===== src/rtl/hsup_pkg.sv =====
`default_nettype none

package hsup_pkg;

  localparam int TEMP_W     = 8;
  localparam int TARGET_W   = 7;
  localparam int KEY_W      = 4;
  localparam int CMD_W      = 2;
  localparam int COUNT_W    = 16;
  localparam int CFG_IDX_W  = 2;
  localparam int CFG_DATA_W = 16;

  typedef enum logic [1:0] {
    MODE_STANDBY = 2'd0,
    MODE_OPER    = 2'd1,
    MODE_NORMAL  = 2'd2,
    MODE_ERROR   = 2'd3
  } mode_t;

  typedef enum logic [CMD_W-1:0] {
    CMD_TICK   = 2'd0,
    CMD_KEY    = 2'd1,
    CMD_SAMPLE = 2'd2,
    CMD_IDLE   = 2'd3
  } cmd_t;

  typedef enum logic [1:0] {
    DRIVE_OFF       = 2'd0,
    DRIVE_GAIN      = 2'd1,
    DRIVE_ZERO_GAIN = 2'd2
  } drive_t;

  typedef enum logic [1:0] {
    ENTRY_NONE = 2'd0,
    ENTRY_ONE  = 2'd1,
    ENTRY_TWO  = 2'd2
  } entry_t;

  localparam logic [CFG_IDX_W-1:0] CFG_BAND      = 2'd0;
  localparam logic [CFG_IDX_W-1:0] CFG_OVERSHOOT = 2'd1;
  localparam logic [CFG_IDX_W-1:0] CFG_TIMEOUT   = 2'd2;

  localparam logic [KEY_W-1:0] KEY_START_STOP = 4'd12;
  localparam logic [KEY_W-1:0] KEY_DIGIT_MAX  = 4'd9;

  localparam logic [TEMP_W-1:0]   BAND_RST      = 8'd5;
  localparam logic [TEMP_W-1:0]   OVERSHOOT_RST = 8'd10;
  localparam logic [COUNT_W-1:0]  TIMEOUT_RST   = 16'd1800;
  localparam logic [TARGET_W-1:0] TARGET_RST    = 7'd25;
  localparam logic [TEMP_W-1:0]   MEASURED_RST  = 8'd25;
  localparam logic [TARGET_W-1:0] TARGET_MAX    = 7'd99;

  typedef struct packed {
    logic [TEMP_W-1:0]  band;
    logic [TEMP_W-1:0]  overshoot;
    logic [COUNT_W-1:0] timeout;
  } hsup_cfg_t;

  typedef struct packed {
    mode_t               mode;
    entry_t              entry;
    logic [TARGET_W-1:0] target;
    logic [TEMP_W-1:0]   measured;
    logic [COUNT_W-1:0]  under_count;
    logic                timeout_flag;
  } hsup_state_t;

endpackage

`default_nettype wire


===== src/rtl/hsup_if.sv =====
`default_nettype none

interface hsup_req_if;
  import hsup_pkg::*;

  logic                valid;
  logic                ready;
  logic [CMD_W-1:0]    cmd;
  logic [KEY_W-1:0]    key_code;
  logic [TEMP_W-1:0]   temp_sample;

  modport source (output valid, cmd, key_code, temp_sample, input ready);
  modport sink (input valid, cmd, key_code, temp_sample, output ready);
endinterface

interface hsup_res_if;
  import hsup_pkg::*;

  logic                valid;
  logic                ready;
  logic [1:0]          mode;
  logic [1:0]          drive_mode;
  logic [TARGET_W-1:0] target_temp;
  logic [TEMP_W-1:0]   measured_temp;
  logic                timeout_hit;

  modport source (output valid, mode, drive_mode, target_temp, measured_temp, timeout_hit,
                  input ready);
  modport sink (input valid, mode, drive_mode, target_temp, measured_temp, timeout_hit,
                output ready);
endinterface

`default_nettype wire


===== src/rtl/hsup_cfg.sv =====
`default_nettype none

module hsup_cfg (
  input  logic                              clk,
  input  logic                              rst,
  input  logic                              wen,
  input  logic [hsup_pkg::CFG_IDX_W-1:0]    idx,
  input  logic [hsup_pkg::CFG_DATA_W-1:0]   data,
  output hsup_pkg::hsup_cfg_t               cfg
);
  import hsup_pkg::*;

  always_ff @(posedge clk) begin
    if (rst) begin
      cfg.band      <= BAND_RST;
      cfg.overshoot <= OVERSHOOT_RST;
      cfg.timeout   <= TIMEOUT_RST;
    end else if (wen) begin
      case (idx)
        CFG_BAND:      cfg.band      <= data[TEMP_W-1:0];
        CFG_OVERSHOOT: cfg.overshoot <= data[TEMP_W-1:0];
        CFG_TIMEOUT:   cfg.timeout   <= data[COUNT_W-1:0];
        default: ;
      endcase
    end
  end

endmodule

`default_nettype wire


===== src/rtl/hsup_eval.sv =====
`default_nettype none

module hsup_eval (
  input  hsup_pkg::hsup_state_t             cur,
  input  hsup_pkg::cmd_t                    cmd,
  input  logic [hsup_pkg::KEY_W-1:0]        key,
  input  logic [hsup_pkg::TEMP_W-1:0]       sample,
  input  hsup_pkg::hsup_cfg_t               cfg,
  output hsup_pkg::hsup_state_t             nxt,
  output hsup_pkg::drive_t                  drive
);
  import hsup_pkg::*;

  typedef struct packed {
    logic in_band;
    logic under;
    logic over;
  } band_t;

  function automatic band_t check_band(logic [TEMP_W-1:0] meas, logic [TARGET_W-1:0] tgt,
                                       hsup_cfg_t c);
    logic [TEMP_W-1:0] tgt_ext;
    logic [TEMP_W-1:0] diff;
    band_t             r;
    tgt_ext   = {{(TEMP_W-TARGET_W){1'b0}}, tgt};
    diff      = (meas >= tgt_ext) ? meas - tgt_ext : tgt_ext - meas;
    r.in_band = diff <= c.band;
    r.under   = (tgt_ext > meas) && (diff > c.band);
    r.over    = (meas > tgt_ext) && (diff > c.overshoot);
    return r;
  endfunction

  hsup_state_t applied;
  logic        stopped;
  band_t       cur_chk;
  band_t       app_chk;

  assign cur_chk = check_band(cur.measured, cur.target, cfg);
  assign app_chk = check_band(applied.measured, applied.target, cfg);

  // apply the request itself
  always_comb begin
    logic [TARGET_W+3:0] entry_sum;
    entry_sum = ({4'b0, cur.target} << 3) + ({4'b0, cur.target} << 1)
              + {{TARGET_W{1'b0}}, key};
    applied = cur;
    stopped = 1'b0;
    if (cur.mode != MODE_ERROR) begin
      case (cmd)
        CMD_TICK: begin
          if (cur.mode == MODE_OPER || cur.mode == MODE_NORMAL) begin
            if (cur_chk.under) begin
              if (cur.under_count < cfg.timeout) begin
                applied.under_count = cur.under_count + 1'b1;
              end
            end else begin
              applied.under_count = '0;
            end
            if (applied.under_count >= cfg.timeout) begin
              applied.timeout_flag = 1'b1;
            end
          end
        end
        CMD_KEY: begin
          if (cur.mode == MODE_STANDBY) begin
            if (key == KEY_START_STOP) begin
              applied.mode  = MODE_OPER;
              applied.entry = ENTRY_NONE;
            end else if (key <= KEY_DIGIT_MAX) begin
              case (cur.entry)
                ENTRY_NONE: begin
                  applied.target = {{(TARGET_W-KEY_W){1'b0}}, key};
                  applied.entry  = ENTRY_ONE;
                end
                ENTRY_ONE: begin
                  applied.target = entry_sum[TARGET_W-1:0];
                  applied.entry  = ENTRY_TWO;
                end
                default: ;
              endcase
            end
          end else if (key == KEY_START_STOP) begin
            // stop wins over the band checks
            applied.mode  = MODE_STANDBY;
            applied.entry = ENTRY_NONE;
            stopped       = 1'b1;
          end
        end
        CMD_SAMPLE: applied.measured = sample;
        default: ;
      endcase
    end
  end

  // settle operational / normal / error against the band, overshoot and timeout
  always_comb begin
    nxt = applied;
    if (!stopped && (applied.mode == MODE_OPER || applied.mode == MODE_NORMAL)) begin
      if (app_chk.over || (app_chk.under && applied.timeout_flag)) begin
        nxt.mode = MODE_ERROR;
      end else if (app_chk.in_band) begin
        nxt.mode = MODE_NORMAL;
      end else begin
        nxt.mode = MODE_OPER;
      end
    end
  end

  always_comb begin
    case (nxt.mode)
      MODE_OPER:   drive = DRIVE_GAIN;
      MODE_NORMAL: drive = DRIVE_ZERO_GAIN;
      default:     drive = DRIVE_OFF;
    endcase
  end

endmodule

`default_nettype wire


===== src/rtl/heater_supervisor_fsm.sv =====
// Heater supervisor. Each request is a timer tick, a key press, a temperature
// sample or an idle; each produces exactly one result showing mode, drive,
// target, latest sample and the sticky undershoot timeout flag after that
// request. The mode update is a single combinational pass from the state
// register into the state and result registers, so a new request is taken
// every clock while the result register is empty or being drained. Error mode
// is latched until reset. Configuration (band tolerance, overshoot limit,
// timeout ticks) is written through the plain write port while no request is
// in flight, a rule on the user that the block does not enforce; an index beyond the list is ignored.
`default_nettype none

module heater_supervisor_fsm (
  input  logic                              clk,
  input  logic                              rst,
  hsup_req_if.sink                          req_ch,
  hsup_res_if.source                        res_ch,
  input  logic                              cfg_wen,
  input  logic [hsup_pkg::CFG_IDX_W-1:0]    cfg_idx,
  input  logic [hsup_pkg::CFG_DATA_W-1:0]   cfg_data
);
  import hsup_pkg::*;

  hsup_cfg_t   cfg;
  hsup_state_t st;
  hsup_state_t st_next;
  drive_t      drive;
  logic        accept;

  logic                res_valid;
  mode_t               res_mode;
  drive_t              res_drive;
  logic [TARGET_W-1:0] res_target;
  logic [TEMP_W-1:0]   res_measured;
  logic                res_timeout;

  hsup_cfg u_cfg (
    .clk  (clk),
    .rst  (rst),
    .wen  (cfg_wen),
    .idx  (cfg_idx),
    .data (cfg_data),
    .cfg  (cfg)
  );

  hsup_eval u_eval (
    .cur    (st),
    .cmd    (cmd_t'(req_ch.cmd)),
    .key    (req_ch.key_code),
    .sample (req_ch.temp_sample),
    .cfg    (cfg),
    .nxt    (st_next),
    .drive  (drive)
  );

  assign req_ch.ready = !res_valid || res_ch.ready;
  assign accept       = req_ch.valid && req_ch.ready;

  always_ff @(posedge clk) begin
    if (rst) begin
      st.mode         <= MODE_STANDBY;
      st.entry        <= ENTRY_NONE;
      st.target       <= TARGET_RST;
      st.measured     <= MEASURED_RST;
      st.under_count  <= '0;
      st.timeout_flag <= 1'b0;
      res_valid       <= 1'b0;
    end else begin
      if (accept) begin
        st        <= st_next;
        res_valid <= 1'b1;
      end else if (res_ch.ready) begin
        res_valid <= 1'b0;
      end
    end
  end

  always_ff @(posedge clk) begin
    if (accept) begin
      res_mode     <= st_next.mode;
      res_drive    <= drive;
      res_target   <= st_next.target;
      res_measured <= st_next.measured;
      res_timeout  <= st_next.timeout_flag;
    end
  end

  assign res_ch.valid         = res_valid;
  assign res_ch.mode          = res_mode;
  assign res_ch.drive_mode    = res_drive;
  assign res_ch.target_temp   = res_target;
  assign res_ch.measured_temp = res_measured;
  assign res_ch.timeout_hit   = res_timeout;

  a_error_latched: assert property (@(posedge clk) disable iff (rst)
    st.mode == MODE_ERROR |=> st.mode == MODE_ERROR)
    else $error("error mode left without reset");

  a_timeout_sticky: assert property (@(posedge clk) disable iff (rst)
    st.timeout_flag |=> st.timeout_flag)
    else $error("timeout flag cleared without reset");

  a_result_follows: assert property (@(posedge clk) disable iff (rst)
    accept |=> res_valid && res_mode == st.mode && res_target == st.target)
    else $error("result does not match updated state");

  a_target_range: assert property (@(posedge clk) disable iff (rst)
    st.target <= TARGET_MAX)
    else $error("target out of range");

  a_entry_standby: assert property (@(posedge clk) disable iff (rst)
    st.entry != ENTRY_NONE |-> st.mode == MODE_STANDBY)
    else $error("digit entry active outside standby");

endmodule

`default_nettype wire


===== src/flat_wrapper.sv =====
// flat-port wrapper written by rule: the top's interface ports become plain ports
module heater_supervisor_fsm_flat import hsup_pkg::*;
  (clk, rst, cfg_wen, cfg_idx, cfg_data, req_ch_valid, req_ch_cmd, req_ch_key_code, req_ch_temp_sample, req_ch_ready, res_ch_valid, res_ch_mode, res_ch_drive_mode, res_ch_target_temp, res_ch_measured_temp, res_ch_timeout_hit, res_ch_ready);
  hsup_req_if req_ch_i ();
  hsup_res_if res_ch_i ();
  input  logic clk;
  input  logic rst;
  input  logic cfg_wen;
  input  logic [hsup_pkg::CFG_IDX_W-1:0] cfg_idx;
  input  logic [hsup_pkg::CFG_DATA_W-1:0] cfg_data;
  input wire logic [$bits(req_ch_i.valid)-1:0] req_ch_valid;
  input wire logic [$bits(req_ch_i.cmd)-1:0] req_ch_cmd;
  input wire logic [$bits(req_ch_i.key_code)-1:0] req_ch_key_code;
  input wire logic [$bits(req_ch_i.temp_sample)-1:0] req_ch_temp_sample;
  output wire logic [$bits(req_ch_i.ready)-1:0] req_ch_ready;
  output wire logic [$bits(res_ch_i.valid)-1:0] res_ch_valid;
  output wire logic [$bits(res_ch_i.mode)-1:0] res_ch_mode;
  output wire logic [$bits(res_ch_i.drive_mode)-1:0] res_ch_drive_mode;
  output wire logic [$bits(res_ch_i.target_temp)-1:0] res_ch_target_temp;
  output wire logic [$bits(res_ch_i.measured_temp)-1:0] res_ch_measured_temp;
  output wire logic [$bits(res_ch_i.timeout_hit)-1:0] res_ch_timeout_hit;
  input wire logic [$bits(res_ch_i.ready)-1:0] res_ch_ready;
  assign req_ch_i.valid = req_ch_valid;
  assign req_ch_i.cmd = req_ch_cmd;
  assign req_ch_i.key_code = req_ch_key_code;
  assign req_ch_i.temp_sample = req_ch_temp_sample;
  assign req_ch_ready = req_ch_i.ready;
  assign res_ch_valid = res_ch_i.valid;
  assign res_ch_mode = res_ch_i.mode;
  assign res_ch_drive_mode = res_ch_i.drive_mode;
  assign res_ch_target_temp = res_ch_i.target_temp;
  assign res_ch_measured_temp = res_ch_i.measured_temp;
  assign res_ch_timeout_hit = res_ch_i.timeout_hit;
  assign res_ch_i.ready = res_ch_ready;
  heater_supervisor_fsm u_core (.clk(clk), .rst(rst), .req_ch(req_ch_i), .res_ch(res_ch_i), .cfg_wen(cfg_wen), .cfg_idx(cfg_idx), .cfg_data(cfg_data));
endmodule

===== config.mk =====
export PLATFORM = sky130hd
export DESIGN_NAME = heater_supervisor_fsm_flat
export DESIGN_NICKNAME = d
export VERILOG_FILES = /design/src/rtl/hsup_pkg.sv /design/src/rtl/hsup_if.sv /design/src/rtl/hsup_cfg.sv /design/src/rtl/hsup_eval.sv /design/src/rtl/heater_supervisor_fsm.sv /design/src/flat_wrapper.sv
export SDC_FILE = /design/constraint.sdc
export NUM_CORES = 1
export LEC_CHECK = 0
export BUFFER_PORTS_ARGS = -buffer_cell sky130_fd_sc_hd__buf_2
export CAP_MARGIN = 20
export CORE_MARGIN = 1.5
export CORE_UTILIZATION = 35
export CTS_CLUSTER_SIZE = 40
export DETAILED_ROUTE_END_ITERATION = 6
export GPL_TIMING_DRIVEN = 0
export HOLD_SLACK_MARGIN = 0.03
export PLACE_DENSITY = 0.61
export SYNTH_ARGS = -nofsm -noshare
export SYNTH_HDL_FRONTEND = slang
export SYNTH_SLANG_ARGS = --single-unit

===== constraint.sdc =====
create_clock -name clk -period 6.7 [get_ports clk]
set_clock_uncertainty 0.1 [all_clocks]
set_input_delay 0.67 -clock clk [delete_from_list [all_inputs] [get_ports clk]]
set_output_delay 0.67 -clock clk [all_outputs]
set_load 0.01 [all_outputs]

==> out/qor.csv <==
stage,metric,value,unit
global_route,antenna violations before repair,0,
routing,overall routed net length,18850,µm
synthesis,Mapped Avg Cell Area,8.575,µm²
critical_path,critical path type,reg -> reg,
finish,Syn-to-layout area delta,13.42,%
pwr,switch share,0.3604,
routing,initial drt markers,350,
synthesis,post-synthesis cell count,819,
critical_path,CP Cell Sequence,ha_1 -> buf_2 -> a21oi_1 -> a31oi_1 -> nor3_1 -> nor4_1 -> nor4_2 -> mux2i_1 -> a211o_1 -> ha_1 -> nand4_1 -> o22ai_1 -> nand2b_1 -> a21o_2 -> clkbuf_2 -> nor2_1 -> ha_1 -> a21o_1 -> a21oi_1 -> o211ai_1 -> a221o_1 -> a21o_1 -> a21o_1 -> a211oi_1,
synthesis,Post-synth EDFFs,20,
routing,Final ANT Viol Nets,0,
finish,final core occ,0.4066,
floorplanning,Starting Density,0.3585,
clock_tree,Max Buffers Root-to-Sink,2,
clock_tree,Worst-path clk slew,0.07,ns
hold_path,Hold Path Class,reg -> reg,
clock_tree,total CTS buffers,9,
timing,Final min period,6.347,ns
pwr,Logic pwr share,0.376,
synthesis,register area share after synthesis,0.2822,
critical_path,critical path's largest stage delay,0.51,ns
place,Buffers on Ports,58,
finish,"Design Area, Final",7965,µm²
finish,"most common cell after layout, fill and taps aside",ha_1,
floorplanning,Top Ports,59,
finish,fillers,2034,
timing,setup tns final,0,ns
timing,Setup-failing EPs final,0,
floorplanning,die height,144.7,µm
synthesis,syn nets,957,
clock_tree,TritonCTS clock tree,done,
critical_path,CP bufs+invs,2,
timing,RSZ-0062 raised after global routing,no,
pwr,Psw,657.8,µW
global_route,first-pass GRT wire length,30210,µm
timing,Slew headroom,0.3697,
pwr,Internal Pwr Total,1.167,mW
critical_path,critical path launch point type,flip-flop,
timing,final hold vios,0,
finish,fraction of layout cells with a size suffix above 1,0.1379,
timing,Achievable Freq,157.6,MHz
synthesis,"Top FF cell, synth",dfxtp_1,
global_route,Tot GR Track Use,0.1888,
place,Routability Congestion,0.8708,
global_route,Overflow after GRT,0,
timing,worst-margin pin slew,0.9435,ns
floorplanning,core area,19590,µm²
pwr,clock share of power,0.296,
global_route,vias in the first global route,5801,
critical_path,Crit. End Element,flip-flop,
synthesis,post-synthesis register bit count,89,
clock_tree,clock sinks,89,
routing,Detailed Routing Iterations Pass 1,5,
clock_tree,CTS Hold Buffers Added,0,
routing,post-DR wirelength/cell,16.29,µm
timing,Max Slew Vio Count,0,
critical_path,critical path peak fanout,11,
floorplanning,FP Rows,51,
floorplanning,total die area,20930,µm²
routing,Vias,6063,
clock_tree,worst skew pair latency,0.36,ns
synthesis,synth warn,0,
finish,Antenna Cells,0,
place,DP Area,7646,µm²
synthesis,Post-Syn Area,7023,µm²
finish,most frequent cells in the layout,"ha_1, nor2_1, inv_1, dfxtp_1, a21oi_1",
floorplanning,die width,144.7,µm
pwr,worst vdd ir,0.1316,mV
critical_path,CP Data Arrival Time,6.35,ns
routing,number of vias per cell,5.240,
timing,final period utilization,0.9473,
critical_path,critical path's top delay family,compound AO/OA/AOI/OAI gates,
place,post-DP HPWL,15120,µm
finish,Reg area,1982,µm²
synthesis,Async SR Flop Fraction,0,
pwr,Reg power frac,0.328,
finish,multi-input logic area,4599,µm²
global_route,largest net degree at the start of global routing,30,
clock_tree,H-tree Lvls,3,
synthesis,Unique masters post-synth,77,
run_status,status,completed,
clock_tree,clk root buf,clkbuf_16,
routing,Post-route DRC,0,
pwr,PD cells,229.1,nW/µm²
pwr,Lkg Pwr,3.576,nW
critical_path,critical path's slowest cell,dfxtp_1,
job,max capacitance violation total,0,
critical_path,"Data required, critical path",6.70,ns
finish,Post-layout nets,1025,
## tightest hold or removal path, stage by stage, from the launching register on
cell,delay (ns)
dfxtp_1,0.31
nand2_1,0.05
a21oi_1,0.05
## metal layers
| layer | part of all wire | global-route usage | vias to the layer above | wire length [µm] |
|---|---|---|---|---|
| li1 | - | - | 3045 | - |
| met1 | 0.50 | 0.2650 | 2874 | 9417 |
| met2 | 0.45 | 0.3004 | 127 | 8480 |
| met3 | 0.037 | 0.02764 | 17 | 705 |
| met4 | 0.013 | 0.05476 | 0 | 249 |
| met5 | 0 | 0 | - | 0 |
## synth_stat cells (6+ instances only)
library cell	instances	share of area
a211o_1	14	0.017
a211oi_1	12	0.013
a21o_1	39	0.042
a21oi_1	65	0.046
a31oi_1	6	0.0053
and2_1	6	0.0053
clkbuf_1	21	0.011
dfxtp_1	69	0.20
edfxtp_1	20	0.086
fa_1	6	0.017
ha_1	95	0.17
inv_1	84	0.045
mux2i_1	15	0.021
nand2_1	56	0.030
nand2b_1	8	0.0071
nand3_1	18	0.013
nand4_1	15	0.013
nor2_1	84	0.045
nor2b_1	7	0.0062
nor3_1	8	0.0057
nor4_2	10	0.018
o21a_1	10	0.011
o21ai_0	14	0.010
o21ai_1	15	0.011
xnor2_1	29	0.036
## per-stage QoR
stage	setup WS, ns	instances	power, mW	hold slack, ns
floorplan	1.000	819	1.115	0.3363
global placement	-0.09381	1142	1.279	0.3455
detailed placement	-0.09133	1142	1.289	0.3496
CTS	0.03236	1158	1.835	0.3586
global route	0.03108	1157	1.944	0.3762
finish	0.3532	1157	1.825	0.3571
## cell type report
cell class                      count  share of cell area
Clock buffer                        9             0.02828
Clock inverter                      7             0.01052
Timing Repair Buffer               58             0.03644
Sequential cell                    89              0.2488
Tap cell                          265             0.04163
Multi-Input combinational cell    617              0.5774
Buffer                             27             0.01681
Inverter                           85             0.04006
## state kept, by name, summed over array words and instances, names as in the netlist
signal and flops:
u_core.res_ch.drive_mode 2, u_core.res_ch.measured_temp 8, u_core.res_ch.mode 2, u_core.res_ch.target_temp 7, u_core.res_ch.timeout_hit 1, u_core.res_ch.valid 1
u_core.st 36, u_core.u_cfg.cfg 32
## repair_timing
item                       CTS  global route
gates resized for setup      1             3
setup endpoints to repair    1             3
buffers inserted             0             0
gates cloned                 0             0
## path summary, 6_finish.rpt
kind                                         start                                    end  slack [ns]  cells after the start
setup / recovery        u_core.st[28]$_SDFFE_PP1P_  u_core.res_ch.drive_mode[0]$_DFFE_PP_        0.35                     24
hold / removal    u_core.u_cfg.cfg[7]$_SDFFE_PP0P_       u_core.u_cfg.cfg[7]$_SDFFE_PP0P_        0.36                      2
setup reg to reg        u_core.st[28]$_SDFFE_PP1P_  u_core.res_ch.drive_mode[0]$_DFFE_PP_        0.35                     24
hold reg to reg   u_core.u_cfg.cfg[7]$_SDFFE_PP0P_       u_core.u_cfg.cfg[7]$_SDFFE_PP0P_        0.36                      2
## cells by family after synthesis
family                   Yosys count  synth area share
AO/OA/AOI/OAI                    213            0.2044
XOR/XNOR                          31           0.03866
adder cells (fa/ha/maj)          101            0.1864
buffers and inverters            113           0.06467
flip-flops                        89            0.2822
multiplexers                      20           0.02975
AND/OR/NAND/NOR                  252            0.1940
## power groups by stage
stage / clock network, mW / registers [mW] / logic (mW)
global placement: 0 / 0.611 / 0.669
global route: 0.568 / 0.602 / 0.774
finish: 0.540 / 0.598 / 0.687
floorplan: 0 / 0.614 / 0.501
CTS: 0.552 / 0.599 / 0.685
detailed placement: 0 / 0.611 / 0.679
(Power assumes the default switching activity.)
